===== src/rtl/srlc_pkg.sv =====
// Shared types and constants for the segment register load check block.
package srlc_pkg;

   localparam int unsigned SEG_COUNT = 6;

   localparam logic [2:0] SEG_CS = 3'd1;
   localparam logic [2:0] SEG_SS = 3'd2;

   localparam logic [2:0] CSR_PROTECTED_ENABLE   = 3'd0;
   localparam logic [2:0] CSR_VM86_MODE          = 3'd1;
   localparam logic [2:0] CSR_GLOBAL_TABLE_BASE  = 3'd2;
   localparam logic [2:0] CSR_GLOBAL_TABLE_LIMIT = 3'd3;
   localparam logic [2:0] CSR_LOCAL_TABLE_BASE   = 3'd4;
   localparam logic [2:0] CSR_LOCAL_TABLE_LIMIT  = 3'd5;

   typedef enum logic [1:0] {
      FAULT_NONE  = 2'd0,
      FAULT_GP    = 2'd1,
      FAULT_NP    = 2'd2,
      FAULT_ABORT = 2'd3
   } fault_kind_type;

   localparam logic [4:0] TYPE_DATA_FIRST        = 5'h10;
   localparam logic [4:0] TYPE_DATA_LAST         = 5'h17;
   localparam logic [4:0] TYPE_STACK_RW          = 5'h12;
   localparam logic [4:0] TYPE_STACK_RW_ACC      = 5'h13;
   localparam logic [4:0] TYPE_STACK_RW_DOWN     = 5'h16;
   localparam logic [4:0] TYPE_STACK_RW_DOWN_ACC = 5'h17;
   localparam logic [4:0] TYPE_CODE_READ         = 5'h1A;
   localparam logic [4:0] TYPE_CODE_READ_ACC     = 5'h1B;
   localparam logic [4:0] TYPE_CODE_CONF_READ    = 5'h1E;
   localparam logic [4:0] TYPE_CODE_CONF_READ_ACC = 5'h1F;

   localparam int unsigned ACCESS_PRESENT_BIT = 7;
   localparam int unsigned ACCESS_SIZE_BIT    = 14;
   localparam int unsigned ACCESS_GRAN_BIT    = 15;

   localparam logic [15:0] REAL_ACCESS_CLEAR = 16'h4060;
   localparam logic [31:0] REAL_LIMIT        = 32'h0000_FFFF;
   localparam logic [15:0] GLOBAL_LIMIT_RESET = 16'hFFFF;

endpackage


===== src/rtl/segment_register_load_check.sv =====
// Top level of the segment register load check block.
//
// Each request transaction loads one segment register (ES, CS, SS, DS, FS, GS)
// from a selector and the two descriptor words fetched for it. Each request
// produces exactly one response transaction with the fault status, the
// descriptor address, the values now held for that register, the accessed
// byte write-back and the current privilege level and size flags.
// The request is captured in an input register; the checks and the descriptor
// decode work on the request held there, and the register file update happens
// at the same edge at which the response is loaded into the output register.
// One request is accepted per cycle for as long as the response side keeps up;
// the rate is set by the single read-modify-write of the segment register file.
// While the response is stalled, the output register holds and a request
// waiting in the input register holds too; req_stall then goes high.
// The csr_ port writes the mode and table registers; the user must write it only
// while no transaction is in flight, as the block itself does not enforce this.
// Reset empties both stages and restores the segment file to base zero,
// limit 0xFFFF and access zero, privilege level zero and 16-bit sizes.
module segment_register_load_check
   import srlc_pkg::*;
(
   input  logic        clock,
   input  logic        reset,

   input  logic        csr_write,
   input  logic [2:0]  csr_index,
   input  logic [31:0] csr_data,

   input  logic        req_valid,
   output logic        req_stall,
   input  logic [2:0]  req_seg_index,
   input  logic [15:0] req_selector,
   input  logic [31:0] req_desc_low,
   input  logic [31:0] req_desc_high,

   output logic        rsp_valid,
   input  logic        rsp_stall,
   output logic [1:0]  rsp_fault_kind,
   output logic [15:0] rsp_error_code,
   output logic [31:0] rsp_descriptor_address,
   output logic [31:0] rsp_new_base,
   output logic [31:0] rsp_new_limit,
   output logic [15:0] rsp_new_access,
   output logic        rsp_accessed_write,
   output logic [7:0]  rsp_accessed_byte,
   output logic [1:0]  rsp_privilege_level,
   output logic        rsp_stack_is_32,
   output logic        rsp_code_is_32
);

   // Mode and table registers.
   logic        protected_enable_ff;
   logic        vm86_mode_ff;
   logic [31:0] global_table_base_ff;
   logic [15:0] global_table_limit_ff;
   logic [31:0] local_table_base_ff;
   logic [31:0] local_table_limit_ff;

   // Segment register file and processor state.
   logic [31:0] base_ff   [SEG_COUNT];
   logic [31:0] limit_ff  [SEG_COUNT];
   logic [15:0] access_ff [SEG_COUNT];
   logic [1:0]  cpl_ff;
   logic        stack_wide_ff;
   logic        code_wide_ff;

   // Input stage.
   logic        in_valid_ff;
   logic [2:0]  in_seg_ff;
   logic [15:0] in_sel_ff;
   logic [31:0] in_lo_ff;
   logic [31:0] in_hi_ff;

   // Output stage.
   logic           rsp_valid_ff;
   fault_kind_type fault_ff;
   logic [15:0]    err_ff;
   logic [31:0]    daddr_ff;
   logic [31:0]    nbase_ff;
   logic [31:0]    nlimit_ff;
   logic [15:0]    naccess_ff;
   logic           awrite_ff;
   logic [7:0]     abyte_ff;
   logic [1:0]     cpl_out_ff;
   logic           sw_out_ff;
   logic           cw_out_ff;

   logic out_ready;
   logic advance;
   logic req_take;

   // Combinational results for the transaction in the input stage.
   fault_kind_type fault_in;
   logic [15:0]    err_in;
   logic [31:0]    daddr_in;
   logic [31:0]    nbase_in;
   logic [31:0]    nlimit_in;
   logic [15:0]    naccess_in;
   logic           awrite_in;
   logic [7:0]     abyte_in;
   logic [1:0]     cpl_in;
   logic           stack_wide_in;
   logic           code_wide_in;
   logic           seg_write_in;

   assign out_ready = !rsp_valid_ff || !rsp_stall;
   assign advance   = in_valid_ff && out_ready;
   assign req_stall = in_valid_ff && !out_ready;
   assign req_take  = req_valid && !req_stall;

   always_comb begin
      logic        seg_ok;
      logic        prot;
      logic [31:0] cur_base;
      logic [31:0] cur_limit;
      logic [15:0] cur_access;
      logic [31:0] tlim;
      logic [31:0] tbase;
      logic        over;
      logic [15:0] offs;
      logic        offs_zero;
      logic [15:0] acc;
      logic [4:0]  dtype;
      logic [1:0]  dpl;
      logic [1:0]  rpl;
      logic        present;
      logic [31:0] dbase;
      logic [19:0] dlim20;
      logic [31:0] dlim;
      logic [15:0] dacc;
      logic        load;
      logic        data_ok;

      seg_ok     = in_seg_ff < 3'(SEG_COUNT);
      prot       = protected_enable_ff && !vm86_mode_ff;
      cur_base   = seg_ok ? base_ff[in_seg_ff]   : '0;
      cur_limit  = seg_ok ? limit_ff[in_seg_ff]  : '0;
      cur_access = seg_ok ? access_ff[in_seg_ff] : '0;

      tlim  = in_sel_ff[2] ? local_table_limit_ff : {16'b0, global_table_limit_ff};
      tbase = in_sel_ff[2] ? local_table_base_ff  : global_table_base_ff;
      over  = {16'b0, in_sel_ff | 16'h0007} > tlim;
      offs      = {in_sel_ff[15:2], 2'b00};
      offs_zero = in_sel_ff[15:2] == '0;

      acc     = in_hi_ff[23:8];
      dtype   = acc[4:0];
      dpl     = acc[6:5];
      rpl     = in_sel_ff[1:0];
      present = acc[ACCESS_PRESENT_BIT];

      dbase  = {in_hi_ff[31:24], in_hi_ff[7:0], in_lo_ff[31:16]};
      dlim20 = {in_hi_ff[19:16], in_lo_ff[15:0]};
      dlim   = acc[ACCESS_GRAN_BIT] ? {dlim20, 12'hFFF} : {12'b0, dlim20};
      dacc   = acc | 16'h0001;

      data_ok = 1'b0;
      load    = 1'b0;

      fault_in      = FAULT_NONE;
      err_in        = '0;
      daddr_in      = '0;
      nbase_in      = cur_base;
      nlimit_in     = cur_limit;
      naccess_in    = cur_access;
      awrite_in     = 1'b0;
      abyte_in      = '0;
      cpl_in        = cpl_ff;
      stack_wide_in = stack_wide_ff;
      code_wide_in  = code_wide_ff;
      seg_write_in  = 1'b0;

      if (seg_ok) begin
         if (!prot) begin
            seg_write_in = 1'b1;
            nbase_in     = {12'b0, in_sel_ff, 4'b0000};
            nlimit_in    = REAL_LIMIT;
            naccess_in   = cur_access & ~REAL_ACCESS_CLEAR;
            if (in_seg_ff == SEG_CS) begin
               code_wide_in = 1'b0;
            end else if (in_seg_ff == SEG_SS) begin
               stack_wide_in = 1'b0;
            end
         end else begin
            daddr_in = {16'b0, in_sel_ff[15:3], 3'b000} + tbase;
            case (in_seg_ff)
               SEG_CS: begin
                  if (over) begin
                     fault_in = FAULT_ABORT;
                  end else begin
                     load = 1'b1;
                  end
               end
               SEG_SS: begin
                  if (offs_zero) begin
                     fault_in = FAULT_GP;
                  end else if (over || cpl_ff != rpl || cpl_ff != dpl) begin
                     fault_in = FAULT_GP;
                     err_in   = offs;
                  end else if (!(dtype inside {TYPE_STACK_RW, TYPE_STACK_RW_ACC,
                                               TYPE_STACK_RW_DOWN, TYPE_STACK_RW_DOWN_ACC})
                               || !present) begin
                     fault_in = FAULT_GP;
                     err_in   = offs;
                  end else begin
                     load = 1'b1;
                  end
               end
               default: begin
                  if (offs_zero) begin
                     seg_write_in = 1'b1;
                     nbase_in     = '0;
                     nlimit_in    = '0;
                     naccess_in   = '0;
                  end else if (over) begin
                     fault_in = FAULT_GP;
                     err_in   = offs;
                  end else begin
                     if (dtype inside {[TYPE_DATA_FIRST:TYPE_DATA_LAST], TYPE_CODE_READ,
                                       TYPE_CODE_READ_ACC}) begin
                        data_ok = dpl >= cpl_ff && dpl >= rpl;
                     end else begin
                        data_ok = dtype inside {TYPE_CODE_CONF_READ, TYPE_CODE_CONF_READ_ACC};
                     end
                     if (!data_ok) begin
                        fault_in = FAULT_GP;
                        err_in   = offs;
                     end else if (!present) begin
                        fault_in = FAULT_NP;
                        err_in   = offs;
                     end else begin
                        load = 1'b1;
                     end
                  end
               end
            endcase

            if (load) begin
               seg_write_in = 1'b1;
               nbase_in     = dbase;
               nlimit_in    = dlim;
               naccess_in   = dacc;
               awrite_in    = 1'b1;
               abyte_in     = dacc[7:0];
               if (in_seg_ff == SEG_CS) begin
                  code_wide_in = dacc[ACCESS_SIZE_BIT];
                  cpl_in       = rpl;
               end else if (in_seg_ff == SEG_SS) begin
                  stack_wide_in = dacc[ACCESS_SIZE_BIT];
               end
            end
         end
      end
   end

   always_ff @(posedge clock) begin
      if (reset) begin
         protected_enable_ff  <= 1'b0;
         vm86_mode_ff         <= 1'b0;
         global_table_base_ff <= '0;
         global_table_limit_ff <= GLOBAL_LIMIT_RESET;
         local_table_base_ff  <= '0;
         local_table_limit_ff <= '0;
      end else if (csr_write) begin
         case (csr_index)
            CSR_PROTECTED_ENABLE:   protected_enable_ff   <= csr_data[0];
            CSR_VM86_MODE:          vm86_mode_ff          <= csr_data[0];
            CSR_GLOBAL_TABLE_BASE:  global_table_base_ff  <= csr_data;
            CSR_GLOBAL_TABLE_LIMIT: global_table_limit_ff <= csr_data[15:0];
            CSR_LOCAL_TABLE_BASE:   local_table_base_ff   <= csr_data;
            CSR_LOCAL_TABLE_LIMIT:  local_table_limit_ff  <= csr_data;
            default: begin
            end
         endcase
      end
   end

   always_ff @(posedge clock) begin
      if (reset) begin
         for (int i = 0; i < SEG_COUNT; i++) begin
            base_ff[i]   <= '0;
            limit_ff[i]  <= REAL_LIMIT;
            access_ff[i] <= '0;
         end
         cpl_ff        <= '0;
         stack_wide_ff <= 1'b0;
         code_wide_ff  <= 1'b0;
      end else if (advance) begin
         if (seg_write_in) begin
            base_ff[in_seg_ff]   <= nbase_in;
            limit_ff[in_seg_ff]  <= nlimit_in;
            access_ff[in_seg_ff] <= naccess_in;
         end
         cpl_ff        <= cpl_in;
         stack_wide_ff <= stack_wide_in;
         code_wide_ff  <= code_wide_in;
      end
   end

   always_ff @(posedge clock) begin
      if (reset) begin
         in_valid_ff <= 1'b0;
      end else if (req_take) begin
         in_valid_ff <= 1'b1;
      end else if (advance) begin
         in_valid_ff <= 1'b0;
      end
   end

   always_ff @(posedge clock) begin
      if (req_take) begin
         in_seg_ff <= req_seg_index;
         in_sel_ff <= req_selector;
         in_lo_ff  <= req_desc_low;
         in_hi_ff  <= req_desc_high;
      end
   end

   always_ff @(posedge clock) begin
      if (reset) begin
         rsp_valid_ff <= 1'b0;
      end else if (out_ready) begin
         rsp_valid_ff <= in_valid_ff;
      end
   end

   always_ff @(posedge clock) begin
      if (advance) begin
         fault_ff   <= fault_in;
         err_ff     <= err_in;
         daddr_ff   <= daddr_in;
         nbase_ff   <= nbase_in;
         nlimit_ff  <= nlimit_in;
         naccess_ff <= naccess_in;
         awrite_ff  <= awrite_in;
         abyte_ff   <= abyte_in;
         cpl_out_ff <= cpl_in;
         sw_out_ff  <= stack_wide_in;
         cw_out_ff  <= code_wide_in;
      end
   end

   assign rsp_valid              = rsp_valid_ff;
   assign rsp_fault_kind         = fault_ff;
   assign rsp_error_code         = err_ff;
   assign rsp_descriptor_address = daddr_ff;
   assign rsp_new_base           = nbase_ff;
   assign rsp_new_limit          = nlimit_ff;
   assign rsp_new_access         = naccess_ff;
   assign rsp_accessed_write     = awrite_ff;
   assign rsp_accessed_byte      = abyte_ff;
   assign rsp_privilege_level    = cpl_out_ff;
   assign rsp_stack_is_32        = sw_out_ff;
   assign rsp_code_is_32         = cw_out_ff;

endmodule


===== config.mk =====
export PLATFORM = sky130hd
export DESIGN_NAME = segment_register_load_check
export DESIGN_NICKNAME = d
export VERILOG_FILES = /design/src/rtl/srlc_pkg.sv /design/src/rtl/segment_register_load_check.sv
export SDC_FILE = /design/constraint.sdc
export NUM_CORES = 1
export LEC_CHECK = 0
export BUFFER_PORTS_ARGS = -buffer_cell sky130_fd_sc_hd__buf_2
export CAP_MARGIN = 15
export CELL_PAD_IN_SITES_DETAIL_PLACEMENT = 1
export CELL_PAD_IN_SITES_GLOBAL_PLACEMENT = 1
export CORE_MARGIN = 2
export CORE_UTILIZATION = 46
export CTS_BUF_LIST = sky130_fd_sc_hd__clkbuf_8 sky130_fd_sc_hd__clkbuf_16
export CTS_CLUSTER_DIAMETER = 100
export DETAILED_ROUTE_END_ITERATION = 7
export GPL_TIMING_DRIVEN = 0
export PLACE_DENSITY = 0.76
export SYNTH_ARGS = -nofsm -noshare
export SYNTH_HDL_FRONTEND = slang
export SYNTH_SLANG_ARGS = --single-unit

===== constraint.sdc =====
create_clock -name clock -period 12.45 [get_ports clock]
set_input_delay 0 -clock clock [delete_from_list [all_inputs] [get_ports clock]]
set_output_delay 0 -clock clock [all_outputs]
set_load 0.05 [all_outputs]

Word level (Yosys, flattened, before mapping)

Memory sizes are Yosys's and may differ from the RTL's. A register that Yosys moved wholly into a read port is not among the register bits.
Cells that the tools add are included.

Memories kept: 3
Bits in writable memories: 480
Word-level logic and storage cells: 187
Input port bits: 123
Output and inout bits: 145
Flip-flop bits (word level): 346

Memories:

| name      | words | width | rd ports | clocked after Yosys merged registers in | write ports | line                              | source |
|---|---|---|---|---|---|---|---|
| base_ff   | 6     | 32    | 1        | 1                                       | 6           | segment_register_load_check.sv:60 | `logic [31:0] base_ff [SEG_COUNT];` |
| limit_ff  | 6     | 32    | 1        | 1                                       | 6           | segment_register_load_check.sv:61 | `logic [31:0] limit_ff [SEG_COUNT];` |
| access_ff | 6     | 16    | 1        | 1                                       | 6           | segment_register_load_check.sv:62 | `logic [15:0] access_ff [SEG_COUNT];` |

Reductions and logical operators: 35
Eq/ne operators: 17
Mux-type cells: 98
$add $sub $neg: 1
Order comparisons: 6

Operators with widths:

| cell                                                                  | count |
|---|---|
| 32-bit 2-to-1 mux                                                     | 17 |
| 16-bit 2-to-1 mux                                                     | 14 |
| 32-bit OR reduction                                                   | 2 |
| 1-bit 2-to-1 mux                                                      | 49 |
| 5-bit equality test, second input constant                            | 8 |
| 16-bit by 32-bit adder with 32-bit output                             | 1 |
| 16-bit by 32-bit > comparator with 1-bit output                       | 1 |
| 16-bit one-hot mux with 2 select lines                                | 1 |
| 2-bit 2-to-1 mux                                                      | 9 |
| 3-bit 2-to-1 mux                                                      | 6 |
| 16-bit OR reduction                                                   | 1 |
| 14-bit zero test                                                      | 1 |
| 2-bit AND reduction                                                   | 7 |
| 3-bit by 2-bit equality test with 1-bit output, second input constant | 3 |
| 1-bit zero test                                                       | 7 |
| 3-bit by 1-bit equality test with 1-bit output, second input constant | 2 |
| 3-bit equality test, second input constant                            | 2 |
| 1-bit logical AND                                                     | 6 |
| 5-bit greater-or-equal comparator, second input constant              | 1 |
| 5-bit less-or-equal comparator, second input constant                 | 1 |
| 2-bit greater-or-equal comparator                                     | 2 |
| 1-bit logical OR                                                      | 4 |
| 2-bit != test                                                         | 2 |
| 2-bit one-hot mux with 2 select lines                                 | 1 |
| other kinds (8)                                                       | 9 |

Depth between registers and ports, before layout

Gate-level depths: netlist of the first run.

Depth in word-level cells: 24
Mapped depth: 17
Gate-level depth less buffers: 11

Least setup slack after synthesis of the first run

OpenSTA, ideal clock, no wires.

Path kind: register -> register
Start: register in_sel_ff[2]
End: memory access_ff[5][0] (enable)
Clock period less this slack: 12388 ps
Setup time: 737 ps
Arrival: 11651 ps
Path slack: 62 ps
Stages on the path, launching flop included: 16
Data required time: 11713 ps
Cells stage by stage: edfxtp_1 -> buf_4 -> clkbuf_1 -> clkbuf_1 -> buf_1 -> mux2i_1 -> ha_1 -> nor2b_1 -> o21ai_0 -> a311oi_1 -> o41a_1 -> buf_2 -> a21oi_2 -> buf_4 -> nor2_1 -> o41ai_1

RTL lines:

| element                  | line                               | source |
|---|---|---|
| start: declaration       | segment_register_load_check.sv:70  | `logic [15:0] in_sel_ff;` |
| start signal: assignment | segment_register_load_check.sv:313 | `in_sel_ff <= req_selector;` |
| end: declaration         | segment_register_load_check.sv:62  |  |

==> impl_metrics.py, run 1 <==
metrics = {
    "clock_network": {
        "cts_hold_buf": 141,
        "h-tree-depth": 3,
        "cts.sinks": 985,
        "numCtsBuffers": 105,
        "cts_tree": "yes",
        "cts_buffer_depth": 3,
        "cts-root-buf": "clkbuf_16",
        "cts-resized-gates": 0,
        "clkTransAtPathRegs_ns": 0.06,
        "cts_setup_buffers": 0,
        "clk_latency_ns": 0.70,
    },
    "setup_path": {
        "critical_path_class": "flip-flop to flip-flop",
        "critPathMaxFanout": 43,
        "rr_endpoint": "limit_ff[4][10]",
        "rr_worst_depth": 17,
        "reg2reg_slack_ns": 4.82,
        "crit_required_ns": 12.85,
        "cpMaxStageDelayCell": "buf_1",
        "arrival_ns": 8.03,
        "endpoint_kind": "flip-flop",
        "start_kind": "flip-flop",
        "rr_startpoint": "in_sel_ff[2]",
        "cp_slowest_stage_delay_ns": 0.73,
        "crit_chain": "buf_4, clkbuf_1, clkbuf_1, buf_1, mux2i_1, ha_1, and3_1, and3_1, a32oi_1, o41a_1, buf_2, a21oi_2, o21ai_0, buf_2, buf_1, nand2_4, buf_16",
    },
    "floorplanning": {
        "die_w_um": 306,
        "io_pins": 268,
        "std_cell_rows": 110,
        "start_util_pct": 46.5,
        "die_h_um": 306,
        "core_area_um2": 90300,
        "dieArea_um2": 93800,
    },
    "logic_synthesis": {
        "ys_warn_count": 0,
        "yosys-top-cells-area": "edfxtp_1, mux4_2, dfxtp_1",
        "synth_edf_count": 862,
        "synthArstFlopShare_pct": 0,
        "synth.most_common_cell": "edfxtp_1",
        "avgSynthCellArea_um2": 14.1,
        "synth-seq-cells": 985,
        "synth_flop_cell": "edfxtp_1",
        "synthCells": 2982,
        "yosysTopAreaCellShare_pct": 61.6,
        "synth_common_cells": "edfxtp_1, nand2_1, nor2_1, a21oi_1, mux4_2",
        "seq_area_frac_synth_pct": 67.5,
        "ys_types": 71,
        "syn_area_um2": 42000,
        "yosys.area.top_type": "edfxtp_1",
    },
    "sta": {
        "rsz0062_at_grt": "false",
        "tightest_slew_ns": 1.13,
        "setup_viol": 0,
        "finalClockSkew_ns": 0.0289,
        "fin_tns_setup_ns": 0,
        "fmax_ghz": 0.131,
        "finalHoldViolCount": 0,
        "drv_slew": 0,
        "slew_headroom_pct": 23.8,
        "period_share_pct": 61.3,
        "finalCriticalPeriod_ns": 7.63,
    },
    "pwr": {
        "leakage_nw": 17.8,
        "ir_drop_mv": 0.117,
        "cellPowerDensity_nw_per_um2": 148,
        "p_total_mw": 7.47,
    },
    "global_route": {
        "grt.total_usage_pct": 29.4,
        "overflow": 0,
        "grt_start_max_net_pins": 84,
        "first_global_vias": 31100,
        "antenna_found_initial": 13,
        "grt_first_pass_wirelength_um": 203000,
    },
    "place": {
        "port_buffers": 263,
        "dpl.cell_count": 4605,
        "place_area_um2": 45800,
        "place_hpwl_um": 92100,
        "place_congestion": 0.841,
    },
    "route": {
        "wl_per_cell_um": 27.9,
        "drt_iter0_markers": 2951,
        "via_count": 29300,
        "drt_wl_total_um": 138000,
        "antenna_left": 0,
        "vias_per_cell": 5.94,
        "firstDrtPassIters": 6,
        "drc": 0,
    },
    "hold_path": {
        "worstHoldStart": "req_desc_low[31]",
        "hp-class": "input port to flip-flop",
        "hold_end": "in_lo_ff[31]",
        "hold_depth": 2,
    },
    "layout": {
        "syn2layout_area_growth_pct": 20.1,
        "layout.cells.non_filler": 4936,
        "final_layout_size_suffix_gt1_share_pct": 20.2,
        "layout.nets": 3831,
        "nFillCells": 8988,
        "final_area_um2": 50400,
        "multiInputGateArea_um2": 13300,
        "regArea_um2": 28300,
    },
    "flow_run": {
        "drv_cap": 0,
    },
    "status": {
        "outcome": "complete, no violations",
    },
}
## how the worst max path moves through the flow
stage	from	to	slack, ns	depth (start not counted)
4_1_cts	in_sel_ff[2]	limit_ff[4][27]	4.97	17
2_1_floorplan	in_sel_ff[2]	access_ff[5][0]	0.06	15
3_5_place_dp	in_sel_ff[2]	limit_ff[4][11]	5.02	17
3_3_place_gp	in_sel_ff[2]	limit_ff[5][27]	-10.97	15
5_1_grt	in_sel_ff[2]	limit_ff[4][14]	4.65	17
6_report	in_sel_ff[2]	limit_ff[4][10]	4.82	17
## state kept, by name, summed over array words and instances (netlist names), 2 cells and up, named ones only
signal                  flops
base_ff                   256
in_sel_ff                  16
in_lo_ff                   32
global_table_base_ff       32
in_seg_ff                   3
limit_ff                  256
rsp_fault_kind              2
global_table_limit_ff      16
in_hi_ff                   31
rsp_new_limit              32
rsp_error_code             14
rsp_new_base               32
access_ff                 128
rsp_descriptor_address     32
rsp_privilege_level         2
cpl_ff                      2
rsp_accessed_byte           7
local_table_limit_ff       32
local_table_base_ff        32
rsp_new_access             16
## cells in the final DEF, fill, tap and decap left out, drive strengths merged, types with 7 or more instances in the layout
cell / Yosys / routed
edfxtp: 862 / 862
nand2: 376 / 376
buf: 85 / 371
nor2: 298 / 298
a21oi: 250 / 250
clkbuf: 120 / 227
conb: 1 / 162
mux4: 160 / 160
dlygate4sd3: 0 / 141
nor3: 132 / 132
dfxtp: 123 / 123
mux2i: 84 / 84
inv: 53 / 78
mux2: 62 / 62
a211oi: 57 / 57
clkinv: 0 / 50
o21ai: 46 / 46
nand3: 42 / 42
ha: 30 / 30
a32oi: 23 / 23
nand4: 19 / 19
and2: 19 / 19
a311oi: 17 / 17
nor4: 14 / 14
xnor2: 10 / 10
nand2b: 9 / 9
o21a: 9 / 9
nor3b: 8 / 8
xor2: 7 / 7
## area by class of cell
cell class                 instances  area share [%]
buffer                           205            1.71
multi-input combinational       1900            26.3
timing repair buffer             427            6.03
sequential                       985            56.2
tap                             1176            2.92
antenna                            3          0.0149
clock buffer                     107            5.29
inverter                          53           0.409
clock inverter                    80            1.14
## logic make-up after synthesis
logic type	count (synthesis)	share of synthesized area, %
AND/OR/NAND/NOR	946	9.66
buffers and inverters	258	2.53
multiplexers	306	12.2
other	1	0.00893
flip-flops	985	67.5
adder cells (fa/ha/maj)	31	0.941
AO/OA/AOI/OAI	438	6.79
XOR/XNOR	17	0.354
## critical path, delay by kind of cell (launching register included)
| kind | cells | cell delay [ns] |
|---|---|---|
| buffers and inverters | 8 | 4.15 |
| AOI/OAI and AO/OA | 4 | 0.94 |
| adders and majority gates | 1 | 0.29 |
| and+or+nand+nor | 3 | 1.04 |
| DFF | 1 | 0.54 |
| muxes | 1 | 0.30 |
## per-layer routing
metal	global-route usage, %	share of wire, %
met1	36.9	38
met2	50.2	50
met3	5.78	7.9
met4	11.5	4.2
met5	0	0.055
## per-stage QoR
stage | utilization (%) | hold slack [ns] | setup WS (ns)
2_1_floorplan | - | 0.0989 | 0.0625
3_3_place_gp | 50.3 | 0.177 | -10.97
3_5_place_dp | 50.7 | 0.179 | 5.02
4_1_cts | 55.8 | 0.00115 | 4.97
5_1_grt | 55.9 | 0.00769 | 4.65
6_report | 55.9 | 0.0252 | 4.82
## power breakdown
group / total, mW / internal [mW] / switching [mW]
clock network: 3.00 / 1.66 / 1.34
logic: 0.710 / 0.236 / 0.474
registers: 3.76 / 3.71 / 0.0581
No activity file was read; power rests on OpenSTA's default activity.
==> run 2, diff against run 1 <==
- ABC_AREA: unset -> 1
- CORE_UTILIZATION: 46 -> 48
- PLACE_DENSITY: 0.76 -> 0.79
- clock period: 12.45 -> 7.1 ns (I/O delays scaled with it)
==> run 2 against run 1 <==
Hold slack got worse by 0.019 ns. Global-route usage rose by 7.8 points. Via count rose by 24%. Routed wire length rose by 23%. Sequential share of layout area fell by 0.65 points. Cell count rose by 22%. Sequential power rose by 76%. Area after synthesis rose by 0.73%. Non-clock buffer count rose by 62. First-iteration DRC count rose by 45%.
==> impl_metrics.py, run 2 <==
metrics = {
    "status": {
        "outcome": "complete, no violations",
    },
    "logic_synthesis": {
        "synth.most_common_cell": "nor2_1",
        "avgSynthCellArea_um2": 10.3,
        "yosysTopAreaCellShare_pct": 61.2,
        "synth_edf_count": 862,
        "synth_flop_cell": "edfxtp_1",
        "synthCells": 4102,
        "syn_area_um2": 42300,
        "synthArstFlopShare_pct": 0,
        "ys_types": 39,
        "yosys.area.top_type": "edfxtp_1",
        "ys_warn_count": 0,
        "synth_common_cells": "nor2_1, edfxtp_1, o21ai_0, nand2_1, inv_1",
        "seq_area_frac_synth_pct": 67.0,
        "synth-seq-cells": 985,
        "yosys-top-cells-area": "edfxtp_1, nor2_1, o21ai_0",
    },
    "clock_network": {
        "cts_buffer_depth": 3,
        "cts_setup_buffers": 0,
        "cts-root-buf": "clkbuf_16",
        "cts.sinks": 985,
        "clkTransAtPathRegs_ns": 0.06,
        "h-tree-depth": 3,
        "clk_latency_ns": 0.73,
        "numCtsBuffers": 105,
        "cts_tree": "yes",
    },
    "pwr": {
        "ir_drop_mv": 0.191,
        "cellPowerDensity_nw_per_um2": 271,
        "leakage_nw": 19.6,
    },
    "sta": {
        "drv_slew": 0,
        "setup_viol": 0,
        "fmax_ghz": 0.141,
        "rsz0062_at_grt": "false",
        "finalHoldViolCount": 0,
        "slew_headroom_pct": 13.1,
        "period_share_pct": 99.8,
        "tightest_slew_ns": 1.30,
        "finalCriticalPeriod_ns": 7.08,
        "finalClockSkew_ns": 0.0425,
    },
    "route": {
        "drc": 0,
        "firstDrtPassIters": 6,
        "via_count": 36300,
        "antenna_left": 0,
        "vias_per_cell": 6.00,
        "wl_per_cell_um": 28.0,
        "drt_wl_total_um": 169000,
        "drt_iter0_markers": 4273,
    },
    "layout": {
        "layout_common_cells": "nor2_1, edfxtp_1, o21ai_0",
        "final_layout_size_suffix_gt1_share_pct": 10.4,
        "layout.nets": 4953,
        "layout.cells.non_filler": 6046,
        "top_regs": "base_ff x256, limit_ff x256, access_ff x128",
        "syn2layout_area_growth_pct": 20.6,
        "final_common_cell": "nor2_1",
        "final_area_um2": 51000,
    },
    "floorplanning": {
        "dieArea_um2": 90500,
        "die_w_um": 301,
        "start_util_pct": 48.6,
        "io_pins": 268,
        "core_area_um2": 87000,
        "die_h_um": 301,
        "std_cell_rows": 108,
    },
    "hold_path": {
        "hold_end": "in_lo_ff[10]",
        "hp-class": "input port to flip-flop",
        "worstHoldStart": "req_desc_low[10]",
        "hold_depth": 2,
    },
    "place": {
        "port_buffers": 263,
        "dpl.cell_count": 5693,
        "place_congestion": 0.928,
        "place_hpwl_um": 113000,
        "place_area_um2": 46100,
    },
    "setup_path": {
        "critPathMaxFanout": 50,
        "endpoint_kind": "flip-flop",
        "arrival_ns": 7.47,
        "critical_path_class": "flip-flop to flip-flop",
        "rr_startpoint": "in_sel_ff[2]",
        "crit_required_ns": 7.49,
        "rr_worst_depth": 19,
        "start_kind": "flip-flop",
        "cp_slowest_stage_delay_ns": 0.96,
        "cpMaxStageDelayCell": "clkbuf_1",
        "rr_endpoint": "base_ff[1][16]",
        "reg2reg_slack_ns": 0.02,
        "crit_chain": "buf_2, clkbuf_1, buf_1, mux2i_1, ha_1, nand3_1, nor2_1, nand3_1, nor2_1, nor2_1, nand2_1, nand2_1, nand4_2, nand3_1, nor2_2, inv_2, clkbuf_1, nand2_4, buf_16",
    },
    "flow_run": {
        "drv_cap": 0,
    },
    "global_route": {
        "first_global_vias": 38000,
        "grt_first_pass_wirelength_um": 246000,
        "grt_start_max_net_pins": 95,
        "antenna_found_initial": 10,
        "grt.total_usage_pct": 37.2,
        "overflow": 0,
    },
}
==> run 2: cell count changes after synthesis, sizes merged, moves of 70 or more <==
| cell | previous run | this run |
|---|---|---|
| clkbuf | 120 | 205 |
| nand2 | 376 | 490 |
| o22ai | 0 | 92 |
| nor3 | 132 | 20 |
| nor2 | 298 | 1033 |
| a21oi | 250 | 73 |
| mux4 | 160 | 0 |
| inv | 53 | 251 |
| mux2i | 84 | 14 |
| o21ai | 46 | 539 |
| nand3 | 42 | 149 |
==> run 2: worst max-delay path by stage <==
| stage | startpoint | endpoint | slack, ns | cells past startpoint |
|---|---|---|---|---|
| 4_1_cts | in_sel_ff[2] | base_ff[1][22] | 0.45 | 19 |
| 5_1_grt | in_sel_ff[2] | base_ff[1][23] | 0.09 | 19 |
| 6_report | in_sel_ff[2] | base_ff[1][16] | 0.02 | 19 |
| 3_3_place_gp | rsp_valid | base_ff[2][22] | -2.72 | 9 |
| 3_5_place_dp | in_sel_ff[2] | base_ff[1][16] | 0.51 | 19 |
| 2_1_floorplan | rsp_valid | access_ff[0][0] | 1.13 | 10 |
==> run 2: worst max-delay path, delay by kind of cell, from the launching register on <==
family                   cells  cell delay, ns
adder cells (fa/ha/maj)      1            0.31
buffers and inverters        6            3.05
flip-flops                   1            0.51
multiplexers                 1            0.35
AND/OR/NAND/NOR             11            2.46
==> run 2: cells by family after synthesis <==
logic type / Yosys count / share of synthesized area, %
simple gates: 1730 / 16.2
xor+xnor: 2 / 0.0414
mux: 14 / 0.331
fa+ha+maj: 31 / 0.934
compound gates: 820 / 10.8
buf+inv: 519 / 4.76
flops: 985 / 67.0
other cells: 1 / 0.00886
==> run 2: what timing repair did <==
action / in CTS / in global routing
hold buffers: 152 / 0
resized for setup: 0 / 0
endpoints found under the hold margin: 212 / 0
==> run 2: layer usage <==
| layer | share of wire [%] | routed length [µm] | up-vias | global-route usage, % |
|---|---|---|---|---|
| li1 | - | - | 15400 | - |
| met1 | 36 | 61200 | 18000 | 45.5 |
| met2 | 46 | 78700 | 2240 | 60.2 |
| met3 | 10 | 17700 | 606 | 8.42 |
| met4 | 6.9 | 11700 | 4 | 22.7 |
| met5 | 0.016 | 27 | - | 0 |
==> run 2: layout make-up <==
class	instances	area, µm²
sequential	985	28300
antenna	5	12.5
multi-input combinational	2759	12600
tap	1155	1450
clock inverter	88	751
buffer	265	1070
fill	9596	36000
inverter	254	956
timing repair buffer	429	3190
clock buffer	106	2650
==> run 2: per-stage QoR <==
stage | hold WS [ns] | setup TNS, ns | util, % | total power, mW | setup WS [ns]
after floorplan | 0.0989 | 0 | - | 7.56 | 1.13
after detailed placement | 0.178 | 0 | 52.9 | 8.22 | 0.511
after CTS | 0.000384 | 0 | 58.6 | 13.7 | 0.449
final | 0.00595 | 0 | 58.6 | 13.8 | 0.0165
after global routing | 0.0291 | 0 | 58.6 | 14.1 | 0.0874
after global placement | 0.178 | -1142.57 | 52.5 | 8.16 | -2.72
==> run 2: report_power, final <==
part           total (mW)  internal (mW)  leakage [nW]  switching, mW
Clock                5.57           3.14          1.70           2.43
Combinational        1.64          0.407          8.55           1.23
Sequential           6.62           6.52          9.32          0.104
Total                13.8           10.1          19.6           3.76
